==> config.mk <==
export PLATFORM = sky130hd
export DESIGN_NAME = ccorr_seq
export DESIGN_NICKNAME = d
export VERILOG_FILES = /design/src/hdl/ccorr_pkg.sv /design/src/hdl/ccorr_seq.sv
export SDC_FILE = /design/constraint.sdc
export NUM_CORES = 1
export LEC_CHECK = 0
export BUFFER_PORTS_ARGS = -buffer_cell sky130_fd_sc_hd__buf_2
export CAP_MARGIN = 20
export CORE_MARGIN = 10
export CORE_UTILIZATION = 62
export DETAILED_ROUTE_END_ITERATION = 10
export PLACE_DENSITY = 0.91
export SLEW_MARGIN = 20
export SYNTH_ARGS = -nofsm -noshare
export SYNTH_HDL_FRONTEND = slang
export SYNTH_SLANG_ARGS = --single-unit
==> constraint.sdc <==
create_clock -name clk -period 6.5 [get_ports clk]
set_input_delay 0.65 -clock clk [delete_from_list [all_inputs] [get_ports clk]]
set_output_delay 0.65 -clock clk [all_outputs]
set_load 0.03 [all_outputs]
==> src/hdl/ccorr_pkg.sv <==
// ----------------------------------------------------------------------------
// ccorr_pkg
// Shared constants and types of the complex cross-correlation block.
// ----------------------------------------------------------------------------
package ccorr_pkg;

  localparam int MAX_LEN     = 32;
  localparam int SAMPLE_BITS = 16;
  localparam int ACC_BITS    = 38;
  localparam int CNT_BITS    = 6;
  localparam int ADDR_BITS   = $clog2(MAX_LEN);
  localparam int SMP_BITS    = 2 * SAMPLE_BITS;
  localparam int PROD_BITS   = 2 * SAMPLE_BITS;
  localparam int TERM_BITS   = PROD_BITS + 1;

  localparam logic [CNT_BITS-1:0] LEN_RESET = CNT_BITS'(32);

  // One issued term travelling down the MAC pipeline
  typedef struct packed {
    logic                vld;
    logic                term;
    logic                first;
    logic                lasti;
    logic                lastt;
    logic [CNT_BITS-1:0] tau;
  } iss_t;

endpackage

==> src/hdl/ccorr_seq.sv <==
// ----------------------------------------------------------------------------
// ccorr_seq
// Load counter, length register and term sequencer. Walks every (tau, i)
// pair of a run and issues sample memory reads, one term per cycle unless stalled.
// ----------------------------------------------------------------------------
module ccorr_seq
  import ccorr_pkg::*;
(
  input  logic                 clk,
  input  logic                 rst_n,
  input  logic                 in_valid,
  output logic                 in_ready,
  input  logic                 cfg_we,
  input  logic [CNT_BITS-1:0]  cfg_wdata,
  input  logic                 adv,
  output logic                 wr_en,
  output logic [ADDR_BITS-1:0] wr_addr,
  output logic [ADDR_BITS-1:0] rd_addr_a,
  output logic [ADDR_BITS-1:0] rd_addr_b,
  output iss_t                 iss
);

  logic [CNT_BITS-1:0]  sample_count_r;
  logic [ADDR_BITS-1:0] load_cnt_r, load_cnt_nxt;
  logic                 run_r, run_nxt;
  logic [ADDR_BITS-1:0] i_r, i_nxt;
  logic [CNT_BITS-1:0]  tau_r, tau_nxt;
  iss_t                 iss_r, iss_nxt;

  logic [CNT_BITS-1:0]  len;
  logic [CNT_BITS-1:0]  nm1;
  logic [CNT_BITS-1:0]  n2m1;
  logic [CNT_BITS-1:0]  i_ext;
  logic [CNT_BITS:0]    sum;
  logic [CNT_BITS:0]    off;
  logic                 term;
  logic                 lasti;
  logic                 lastt;
  logic                 load_done;

  // Clamp the length into 1..MAX_LEN
  always_comb begin
    if (sample_count_r == '0) begin
      len = CNT_BITS'(1);
    end else if (sample_count_r > CNT_BITS'(MAX_LEN)) begin
      len = CNT_BITS'(MAX_LEN);
    end else begin
      len = sample_count_r;
    end
  end

  assign nm1   = len - CNT_BITS'(1);
  assign n2m1  = {nm1[CNT_BITS-2:0], 1'b0};
  assign i_ext = {{(CNT_BITS-ADDR_BITS){1'b0}}, i_r};
  assign sum   = {1'b0, i_ext} + {1'b0, tau_r};
  assign off   = sum - {1'b0, nm1};
  // a sits at offset N-1 of the padded buffer; outside it the term is zero
  assign term  = (sum >= {1'b0, nm1}) && (sum <= {nm1, 1'b0});
  assign lasti = (i_ext == nm1);
  assign lastt = (tau_r == n2m1);

  assign in_ready  = !run_r;
  assign wr_en     = in_valid && in_ready;
  assign wr_addr   = load_cnt_r;
  assign rd_addr_a = off[ADDR_BITS-1:0];
  assign rd_addr_b = i_r;
  assign load_done = ({{(CNT_BITS-ADDR_BITS){1'b0}}, load_cnt_r} + CNT_BITS'(1)) == len;
  assign iss       = iss_r;

  always_comb begin
    load_cnt_nxt = load_cnt_r;
    run_nxt      = run_r;
    i_nxt        = i_r;
    tau_nxt      = tau_r;
    iss_nxt      = iss_r;

    if (cfg_we) begin
      load_cnt_nxt = '0;
    end else if (wr_en) begin
      if (load_done) begin
        load_cnt_nxt = '0;
        run_nxt      = 1'b1;
        i_nxt        = '0;
        tau_nxt      = '0;
      end else begin
        load_cnt_nxt = load_cnt_r + ADDR_BITS'(1);
      end
    end

    if (adv) begin
      iss_nxt.vld   = run_r;
      iss_nxt.term  = term;
      iss_nxt.first = (i_r == '0);
      iss_nxt.lasti = lasti;
      iss_nxt.lastt = lastt;
      iss_nxt.tau   = tau_r;
      if (run_r) begin
        // advance to the next term, then the next lag
        if (lasti) begin
          i_nxt = '0;
          if (lastt) begin
            run_nxt = 1'b0;
          end else begin
            tau_nxt = tau_r + CNT_BITS'(1);
          end
        end else begin
          i_nxt = i_r + ADDR_BITS'(1);
        end
      end
    end
  end

  always_ff @(posedge clk) begin
    if (!rst_n) begin
      sample_count_r <= LEN_RESET;
      load_cnt_r     <= '0;
      run_r          <= 1'b0;
      i_r            <= '0;
      tau_r          <= '0;
      iss_r          <= '0;
    end else begin
      if (cfg_we) begin
        sample_count_r <= cfg_wdata;
      end
      load_cnt_r <= load_cnt_nxt;
      run_r      <= run_nxt;
      i_r        <= i_nxt;
      tau_r      <= tau_nxt;
      iss_r      <= iss_nxt;
    end
  end

  // The issue pass always ends on the final term of the final lag
  a_run_end: assert property (@(posedge clk) disable iff (!rst_n)
    $fell(run_r) |-> iss_r.vld && iss_r.lasti && iss_r.lastt)
    else $error("issue pass ended early");

endmodule

==> summary.txt <==
Routing
  – Antenna viol nets, final: 0
  – Met1 WL: 2.47 mm
  – Final wirelength: 5.56 mm
  – Routed len/inst: 15.1 µm
  – Violation count after the first detailed-routing iteration: 143
  – DR top layer: met4
  – DR vias/cell: 5.84
  – Met3 routed WL: 287 µm
  – DR DRC count: 0
  – Initial DRT Pass Iterations: 4
  – Routed via count: 2142
  – Met2 WL post-DR: 2.67 mm

Floorplanning
  – Die height: 83.9 µm
  – Die Span X: 83.9 µm
  – Die area: 0.00704 mm²
  – Starting Density: 63.7%
  – Core area: 0.00397 mm²
  – Rows: 23
  – I/O pin total: 39

Critical path
  – Reg-to-reg setup timing slack: 3140 ps
  – Startpoint types: register
  – Critical Path Sink Type: output pin
  – Worst Path Required: 5850 ps
  – Critical path, cell by cell: nor4_2, o21bai_1, ha_1, xnor2_1, ha_1, a21o_1, a21oi_1, xor2_1, xnor2_1, buf_2
  – CP Max Fanout: 10
  – Setup CP Type: register to output pin
  – Critical Path AT: 3080 ps
  – Reg2reg end: tau_r[0]
  – Critical path's largest stage delay: 500 ps
  – Worst r2r src: sample_count_r[2]
  – Cell count of the worst reg-to-reg path: 9
  – Slowest CP cell: dfxtp_1

Synthesis
  – Adder-cell area share of the yosys netlist: 11.4%
  – Ranking of synthesized cells by area: dfxtp_1, ha_1, mux2i_1, nor2b_1, xnor2_1
  – Seq/Total Area, Yosys: 26.9%
  – Commonest cells post-synth: dfxtp_1, nor2b_1, ha_1
  – Post-Syn Area: 0.00253 mm²
  – Yosys reg bits: 34
  – Synth warn: 0
  – Top FF cell, synth: dfxtp_1
  – Post-synth ARST share: 0%
  – Post-synth top area cell: dfxtp_1
  – Library cells used by synthesis: 53
  – Main combinational cell family by area after synthesis: simple AND/OR/NAND/NOR gates
  – XOR/XNOR share of the synthesized area: 10.5%
  – Complex-gate fraction of the synthesized area: 17.6%
  – Post-Synth Simple-Gate Area: 22.8%
  – Mux cell area share after synthesis: 5.54%
  – Syn nets: 317
  – Gate Count Post-Synth: 285
  – Most common cell in the synthesized netlist: dfxtp_1
  – EDFF count, synth: 0
  – Yosys top cell area share: 26.9%
  – Avg Inst Size Synth: 8.88 µm²

Layout
  – Layout Cells excl Fill: 367
  – Layout cells sized above 1: 17.7%
  – Fill count: 306
  – Nets@finish: 348
  – Antenna cell count: 0
  – Post-synthesis to final-layout area growth: 11.4%

Worst hold path
  – Worst hold stages: 2
  – Worst hold start: iss[9]
  – Worst Hold End: iss[9]
  – Min-delay worst type: register to register

STA
  – Max Freq: 268 MHz
  – Final Hold Viols: 0
  – Worst clock skew: 6.00 ps
  – Final hold slack: 483 ps
  – Fin crit share: 57.4%
  – Unrepaired setup endpoints after global routing: false
  – Final min period: 3730 ps
  – Worst Tran Pin Value: 604 ps
  – Final setup vio count: 0
  – Relative slew slack: 58.7%
  – Fin. max-slew vios: 0
  – Total Negative Setup Slacks: 0 ps

Place
  – Final GP Congestion: 0.847
  – DP Wirelength: 4.27 mm
  – Placed cells: 359
  – Number of buffers added on ports: 38

Clock network
  – CTS tree: done
  – Max Buffers Root-to-Sink: 2
  – Clk root buf: clkbuf_8
  – # Post-CTS Setup Buffers: 0
  – Post-CTS Resized: 0
  – Worst-path clk slew: 70 ps
  – H-tree depth: 2
  – Clock buffer count from CTS: 5
  – CTS sink cnt: 34
  – Skew-Pair Late Insertion Delay: 290 ps
  – Hold Buf Count CTS: 0

GRT
  – Congestion Overflow GR: 0
  – First-pass GRT wire length: 9.38 mm
  – Antenna violations before repair: 0
  – GR Util All Layers: 15.7%
  – Largest net degree at the start of global routing: 40
  – Number of global-route vias before repair: 2121

Pwr
  – VDD IR max: 168 µV
  – PwrDens: 169 mW/mm²
  – Static Leak: 1.32 nW

Status
  – Outcome: finished, final reports clean

Flow run
  – MaxCap Viol Count: 0
cells by family after synthesis:
family                     Yosys count
xor gates and xnor gates            24
buffers and inverters               29
AOI/OAI and AO/OA                   61
adders and majority gates           22
muxes                               14
and+or+nand+nor                    100
other                                1
DFF                                 34
layer usage:
| metal | global-route usage [%] | up-vias |
|---|---|---|
| met4 | 7.76 | 0 |
| met3 | 4.30 | 10 |
| met5 | 0 | - |
| li1 | - | 1067 |
| met1 | 17.8 | 1003 |
| met2 | 26.1 | 62 |
state kept, by name, indices dropped and copies added, names as in the netlist:
name and flops:
iss 11, wr_addr 5, run_r 1, rd_addr_b 5, tau_r 6, sample_count_r 6
through the flow:
stage / instance area [µm²] / total power, mW / utilization, % / setup slack, ps
floorplan: 2530 / 0.275 / - / 3110
global placement: 2710 / 0.288 / 68.2 / 3170
detailed placement: 2710 / 0.290 / 68.2 / 3090
CTS: 2820 / 0.480 / 71.0 / 2760
global route: 2820 / 0.495 / 71.0 / 2510
finish: 2820 / 0.477 / 71.0 / 2770
layout make-up:
type | count | area [µm²] | area share (%)
multi-input cells | 222 | 1720 | 61.0
flip-flops and latches | 34 | 681 | 24.1
repair buffers | 38 | 190 | 6.75
clock buffers | 5 | 68.8 | 2.44
well taps | 50 | 62.6 | 2.22
inverters | 15 | 56.3 | 2.00
clock inverters | 3 | 40.0 | 1.42
cell usage in the layout (no fill, tap or decap), types with 4 or more instances in the layout:
master / count
nor2b_1: 20
ha_1: 19
nor3b_1: 4
nand2_1: 14
nand4_1: 4
nand3b_1: 5
o21ai_0: 10
dfxtp_1: 34
a31o_1: 5
nand2b_1: 5
mux2i_1: 14
a21o_1: 8
nand3_1: 13
buf_2: 38
inv_1: 15
a21oi_1: 17
and3_1: 4
xnor2_1: 14
xor2_1: 6
clkbuf_8: 5
nor2_1: 14
where the power goes:
group          switching (mW)  internal [mW]
Sequential            0.00620          0.211
Clock                  0.0794          0.113
Combinational          0.0396         0.0280
worst max-delay path by stage:
stage	start	endpoint	slack, ps	cells past startpoint
6_report	sample_count_r[2]	rd_addr_a[4]	2770	10
5_1_grt	sample_count_r[1]	rd_addr_a[4]	2510	10
4_1_cts	sample_count_r[2]	rd_addr_a[4]	2760	10
3_5_place_dp	sample_count_r[2]	rd_addr_a[4]	3090	10
3_3_place_gp	sample_count_r[1]	rd_addr_a[4]	3170	10
2_1_floorplan	sample_count_r[2]	rd_addr_a[4]	3110	11
critical path, delay by kind of cell (launching register included):
kind	cells	cell delay, ps
DFF	1	500
AOI/OAI and AO/OA	3	760
buffers and inverters	1	210
and+or+nand+nor	1	110
xor gates and xnor gates	3	490
adders and majority gates	2	700
Power figures use the tool's default switching activity.
