**src/hdl/ccorr_pkg.sv**
```systemverilog
// ----------------------------------------------------------------------------
// ccorr_pkg
// Shared constants and types of the complex cross-correlation block.
// ----------------------------------------------------------------------------
package ccorr_pkg;

  localparam int MAX_LEN     = 32;
  localparam int SAMPLE_BITS = 16;
  localparam int ACC_BITS    = 38;
  localparam int CNT_BITS    = 6;
  localparam int ADDR_BITS   = $clog2(MAX_LEN);
  localparam int SMP_BITS    = 2 * SAMPLE_BITS;
  localparam int PROD_BITS   = 2 * SAMPLE_BITS;
  localparam int TERM_BITS   = PROD_BITS + 1;

  localparam logic [CNT_BITS-1:0] LEN_RESET = CNT_BITS'(32);

  // One issued term travelling down the MAC pipeline
  typedef struct packed {
    logic                vld;
    logic                term;
    logic                first;
    logic                lasti;
    logic                lastt;
    logic [CNT_BITS-1:0] tau;
  } iss_t;

endpackage

```
**src/hdl/ccorr_mac.sv**
```systemverilog
// ----------------------------------------------------------------------------
// ccorr_mac
// Complex multiply by the conjugate, term sum, accumulator and result
// register. The whole pipeline freezes while a finished sum cannot be placed.
// ----------------------------------------------------------------------------
module ccorr_mac
  import ccorr_pkg::*;
(
  input  logic                       clk,
  input  logic                       rst_n,
  input  iss_t                       iss,
  input  logic [SMP_BITS-1:0]        a_rdata,
  input  logic [SMP_BITS-1:0]        b_rdata,
  output logic                       adv,
  output logic                       out_valid,
  input  logic                       out_ready,
  output logic [CNT_BITS-1:0]        out_lag_index,
  output logic signed [ACC_BITS-1:0] out_corr_re,
  output logic signed [ACC_BITS-1:0] out_corr_im,
  output logic                       out_last
);

  logic signed [SAMPLE_BITS-1:0] a_re, a_im, b_re, b_im;

  iss_t                         m_ctl_r;
  logic signed [PROD_BITS-1:0]  m_rr_r, m_ii_r, m_ir_r, m_ri_r;
  iss_t                         t_ctl_r;
  logic signed [TERM_BITS-1:0]  t_re_r, t_im_r;
  logic signed [ACC_BITS-1:0]   acc_re_r, acc_im_r;
  logic signed [ACC_BITS-1:0]   acc_re_nxt, acc_im_nxt;
  logic                         out_valid_r;
  logic [CNT_BITS-1:0]          out_lag_index_r;
  logic signed [ACC_BITS-1:0]   out_corr_re_r, out_corr_im_r;
  logic                         out_last_r;
  logic                         stall;
  logic                         put;

  assign a_re = a_rdata[SMP_BITS-1:SAMPLE_BITS];
  assign a_im = a_rdata[SAMPLE_BITS-1:0];
  assign b_re = b_rdata[SMP_BITS-1:SAMPLE_BITS];
  assign b_im = b_rdata[SAMPLE_BITS-1:0];

  // Hold everything while a finished sum waits and the result register is full and not drained
  assign stall = t_ctl_r.vld && t_ctl_r.lasti && out_valid_r && !out_ready;
  assign adv   = !stall;
  assign put   = t_ctl_r.vld && t_ctl_r.lasti && adv;

  always_comb begin
    acc_re_nxt = (t_ctl_r.first ? '0 : acc_re_r)
               + {{(ACC_BITS-TERM_BITS){t_re_r[TERM_BITS-1]}}, t_re_r};
    acc_im_nxt = (t_ctl_r.first ? '0 : acc_im_r)
               + {{(ACC_BITS-TERM_BITS){t_im_r[TERM_BITS-1]}}, t_im_r};
  end

  // Payload pipeline
  always_ff @(posedge clk) begin
    if (adv) begin
      if (iss.term) begin
        m_rr_r <= a_re * b_re;
        m_ii_r <= a_im * b_im;
        m_ir_r <= a_im * b_re;
        m_ri_r <= a_re * b_im;
      end else begin
        // drop terms that fall in the zero padding
        m_rr_r <= '0;
        m_ii_r <= '0;
        m_ir_r <= '0;
        m_ri_r <= '0;
      end
      t_re_r <= {m_rr_r[PROD_BITS-1], m_rr_r} + {m_ii_r[PROD_BITS-1], m_ii_r};
      t_im_r <= {m_ir_r[PROD_BITS-1], m_ir_r} - {m_ri_r[PROD_BITS-1], m_ri_r};
      if (t_ctl_r.vld) begin
        acc_re_r <= acc_re_nxt;
        acc_im_r <= acc_im_nxt;
      end
    end
    if (put) begin
      out_lag_index_r <= t_ctl_r.tau;
      out_corr_re_r   <= acc_re_nxt;
      out_corr_im_r   <= acc_im_nxt;
      out_last_r      <= t_ctl_r.lastt;
    end
  end

  // Control pipeline
  always_ff @(posedge clk) begin
    if (!rst_n) begin
      m_ctl_r     <= '0;
      t_ctl_r     <= '0;
      out_valid_r <= 1'b0;
    end else begin
      if (adv) begin
        m_ctl_r <= iss;
        t_ctl_r <= m_ctl_r;
      end
      if (put) begin
        out_valid_r <= 1'b1;
      end else if (out_ready) begin
        out_valid_r <= 1'b0;
      end
    end
  end

  assign out_valid     = out_valid_r;
  assign out_lag_index = out_lag_index_r;
  assign out_corr_re   = out_corr_re_r;
  assign out_corr_im   = out_corr_im_r;
  assign out_last      = out_last_r;

  a_put_lag: assert property (@(posedge clk) disable iff (!rst_n)
    put |=> out_valid_r && (out_lag_index_r == $past(t_ctl_r.tau)))
    else $error("finished sum not placed in result register");

  a_pad_zero: assert property (@(posedge clk) disable iff (!rst_n)
    m_ctl_r.vld && !m_ctl_r.term |-> (m_rr_r == '0) && (m_ii_r == '0)
                                   && (m_ir_r == '0) && (m_ri_r == '0))
    else $error("padding term not zeroed");

  a_stall_hold: assert property (@(posedge clk) disable iff (!rst_n)
    stall |=> t_ctl_r == $past(t_ctl_r))
    else $error("pipeline advanced during stall");

endmodule

```
**config.mk**
```make
export PLATFORM = sky130hd
export DESIGN_NAME = ccorr_mac
export DESIGN_NICKNAME = d
export VERILOG_FILES = /design/src/hdl/ccorr_pkg.sv /design/src/hdl/ccorr_mac.sv
export SDC_FILE = /design/constraint.sdc
export NUM_CORES = 2
export LEC_CHECK = 0
export ABC_AREA = 1
export ABC_CLOCK_PERIOD_IN_PS = 13800
export BUFFER_PORTS_ARGS = -buffer_cell sky130_fd_sc_hd__buf_4
export CORE_MARGIN = 2
export CORE_UTILIZATION = 40
export CTS_CLUSTER_DIAMETER = 30
export DETAILED_ROUTE_END_ITERATION = 8
export PLACE_DENSITY_LB_ADDON = 0.2
export SLEW_MARGIN = 15
export SYNTH_ARGS = -nofsm -noshare
export SYNTH_HDL_FRONTEND = slang
export SYNTH_SLANG_ARGS = --single-unit
```
**constraint.sdc**
```tcl
create_clock -name clk -period 13.8 [get_ports clk]
set_input_delay 3.45 -clock clk [delete_from_list [all_inputs] [get_ports clk]]
set_output_delay 3.45 -clock clk [all_outputs]
set_load 0.02 [all_outputs]
```
==> results by group <==
CTS
  – # resized after CTS: 0
  – CTS Sinks: 374
  – Worst-Skew Late Latency: 0.71 ns
  – Max clock buf depth: 3
  – Clock-pin slew on the worst setup and hold paths: 0.04 ns
  – H-Tree Level Count: 3
  – Num CTS Buffers: 99
  – CTS Hold Buffers Added: 0
  – CTS root buf: clkbuf_16
  – CTS tree: built
  – Setup bufs post-CTS: 0

Layout
  – Final instance area: 71700 sq um
  – Non-Filler Instances: 10800
  – Layout Nets: 10100
  – Area growth syn-to-layout: 10.5%
  – Layout cells sized above 1: 4.87%

STA
  – RSZ-0062 raised after global routing: no
  – Tcrit/Tclk final: 65.2%
  – Worst hold slack: 0.433 ns
  – Max-slew violation count: 0
  – Setup TNS: 0 ns
  – Fmax: 0.111 GHz
  – Worst rel slew slack: 28.8%
  – Fin Clk Skew: 0.0607 ns
  – Crit path time final: 9.00 ns
  – Endpoints failing setup: 0
  – Slew @ Worst Pin: 1.07 ns
  – Hold Violations, Final: 0

Route
  – Antenna Violating Nets Remaining: 0
  – WL/cell: 18.0 microns
  – # DRC: 0
  – Drt first pass iters: 6
  – Initial DRC count: 3829
  – Vias/cell: 4.87
  – WL final: 194 mm
  – DR vias: 52600

Synth
  – Cell variety after synth: 41
  – Yosys warning count: 0
  – Synth Register Bits: 374
  – Syn Area/Cell: 7.66 sq um
  – Register area share after synthesis: 17.0%
  – Syn_nets: 10100
  – Mapped cell area: 64900 sq um
  – Syn Inst Count: 8483

Critical path
  – R2R depth: 16
  – CP max FO: 32
  – Worst endpoint required time: 14.23 ns
  – Worst setup SP type: input pin
  – CP Capture Type: flip-flop
  – Crit path kind: input pin to flip-flop
  – Critical Path AT: 9.42 ns

GRT
  – First-pass GRT wire length: 309 mm
  – Grt total ovfl: 0
  – Initial antenna violation count: 8
  – GRT Resource Usage Total: 24.2%
  – Met3 Use GR: 3.18%
  – Met2 global-route usage: 40.1%
  – Pin count of the biggest net entering global routing: 91
  – GRT busiest layer: met2
  – Number of global-route vias before repair: 55200
  – GRT met1 Usage: 33.3%

Die
  – I/O pin total: 163
  – Die Span X: 407 microns
  – Die span in y: 407 microns
  – Die area: 166000 sq um
  – Rows: 147
  – Starting Density: 40.4%
  – Core Region: 161000 sq um

Outcome
  – Outcome: complete, no violations

Placement
  – Final RePlAce weighted congestion: 0.933
  – PortBufs: 162
  – Post-DP Area: 68200 sq um
  – Final HPWL DP: 157 mm
  – DP Cell Count: 10600

Hold path
  – Hold WC Path Type: flip-flop to flip-flop
  – Hold path depth: 0

Run
  – Max Cap Viol: 0
## sequential cells by signal, summed over array words and instances, names as in the netlist, 10 cells and up
register and cells:
acc_re_r 38, acc_im_r 38, t_ctl_r 10, m_ir_r 32, m_ri_r 32, m_ctl_r 10, t_re_r 33, out_corr_re 38
out_corr_im 38, m_ii_r 32, m_rr_r 32, t_im_r 33
## kinds of logic after synthesis
family / synth area share (%)
AOI/OAI and AO/OA: 4.96
adders and majority gates: 41.4
and+or+nand+nor: 20.7
buffers and inverters: 14.6
xor gates and xnor gates: 1.36
DFF: 17.0
## through the flow
step / setup WS [ns] / util, %
4_1_cts: 4.92 / 44.6
5_1_grt: 4.51 / 44.6
3_3_place_gp: 4.17 / 42.4
6_report: 4.80 / 44.6
2_1_floorplan: 1.02 / -
3_5_place_dp: 4.18 / 42.4
## final timing paths
| kind | end | slack, ns | from |
|---|---|---|---|
| worst min-delay path | out_last | 0.43 | t_ctl_r[6] |
| worst max register to register | out_corr_im[20] | 10.32 | t_ctl_r[8] |
| worst max-delay path | m_ri_r[22] | 4.80 | b_rdata[1] |
| worst min register to register | out_last | 0.43 | t_ctl_r[6] |
## routing by layer
metal | share of wire [%] | vias up
li1 | - | 25100
met4 | 2.5 | 6
met3 | 6.2 | 238
met1 | 45 | 25700
met5 | 0.018 | -
met2 | 47 | 1541
## Yosys cell counts, drive strengths merged
cell | count | area, sq um
nand3 | 244 | 1230
nor3b | 2 | 25.0
nor3 | 38 | 230
nand3b | 25 | 188
ha | 466 | 5830
a31oi | 2 | 12.5
fa | 1052 | 21100
a21oi | 318 | 1600
clkinv | 3 | 11.3
nand2 | 2302 | 8660
buf | 7 | 27.5
or2 | 6 | 37.5
o21bai | 50 | 383
nor2 | 700 | 2700
dfxtp | 21 | 420
edfxtp | 353 | 10600
xnor2 | 35 | 307
inv | 2299 | 8630
and2 | 8 | 50.1
and3 | 4 | 25.0
clkbuf | 211 | 792
o21ai | 176 | 900
a21boi | 11 | 86.3
xor2 | 66 | 578
nor4 | 5 | 31.3
o21a | 26 | 195
nand4 | 46 | 288
a21o | 7 | 52.6
## placed cells by master, fill, tap and decap left out, types with 7 or more instances in the layout
master	Yosys	final
a21boi_0	10	10
a21o_1	7	7
a21oi_1	317	317
and2_1	8	8
buf_4	0	174
bufinv_16	0	17
clkbuf_1	211	9
clkbuf_16	0	99
clkinv_1	3	10
clkinv_2	0	19
clkinv_4	0	9
clkinvlp_4	0	15
dfxtp_1	21	20
edfxtp_1	353	353
fa_1	1052	1052
ha_1	466	466
inv_1	2284	2284
inv_2	15	15
nand2_1	2295	2295
nand2_2	7	7
nand3_1	242	242
nand3b_1	25	25
nand4_1	46	46
nor2_1	675	673
nor2_2	23	23
nor3_1	30	30
nor3_2	8	8
o21a_1	26	26
o21ai_0	141	141
o21ai_1	30	30
o21bai_1	48	48
xnor2_1	35	35
xor2_1	66	66
## worst max-delay path, cell delays in order
cell	delay [ns]
buf_4	0.40
nand2_1	0.19
inv_1	0.17
fa_1	0.55
fa_1	0.57
fa_1	0.45
fa_1	0.56
fa_1	0.51
inv_1	0.05
fa_1	0.47
inv_1	0.05
ha_1	0.45
nand2_1	0.16
nor2_2	0.21
inv_1	0.10
nor2_1	0.27
nand4_1	0.13
nand3b_1	0.19
nor2_1	0.06
nor2_1	0.42
## area by class of cell
class	instances	area, sq um
multi-input combinational	5589	44500
sequential	374	11000
timing repair buffer	174	1310
tap	2160	2700
inverter	2302	8650
antenna	3	7.51
fill	16400	89200
clock buffer	108	2510
clock inverter	80	1070
Power is left out: the tool's default activity adds up to more than one toggle a clock period on the data nets, which glitch-free logic cannot reach.
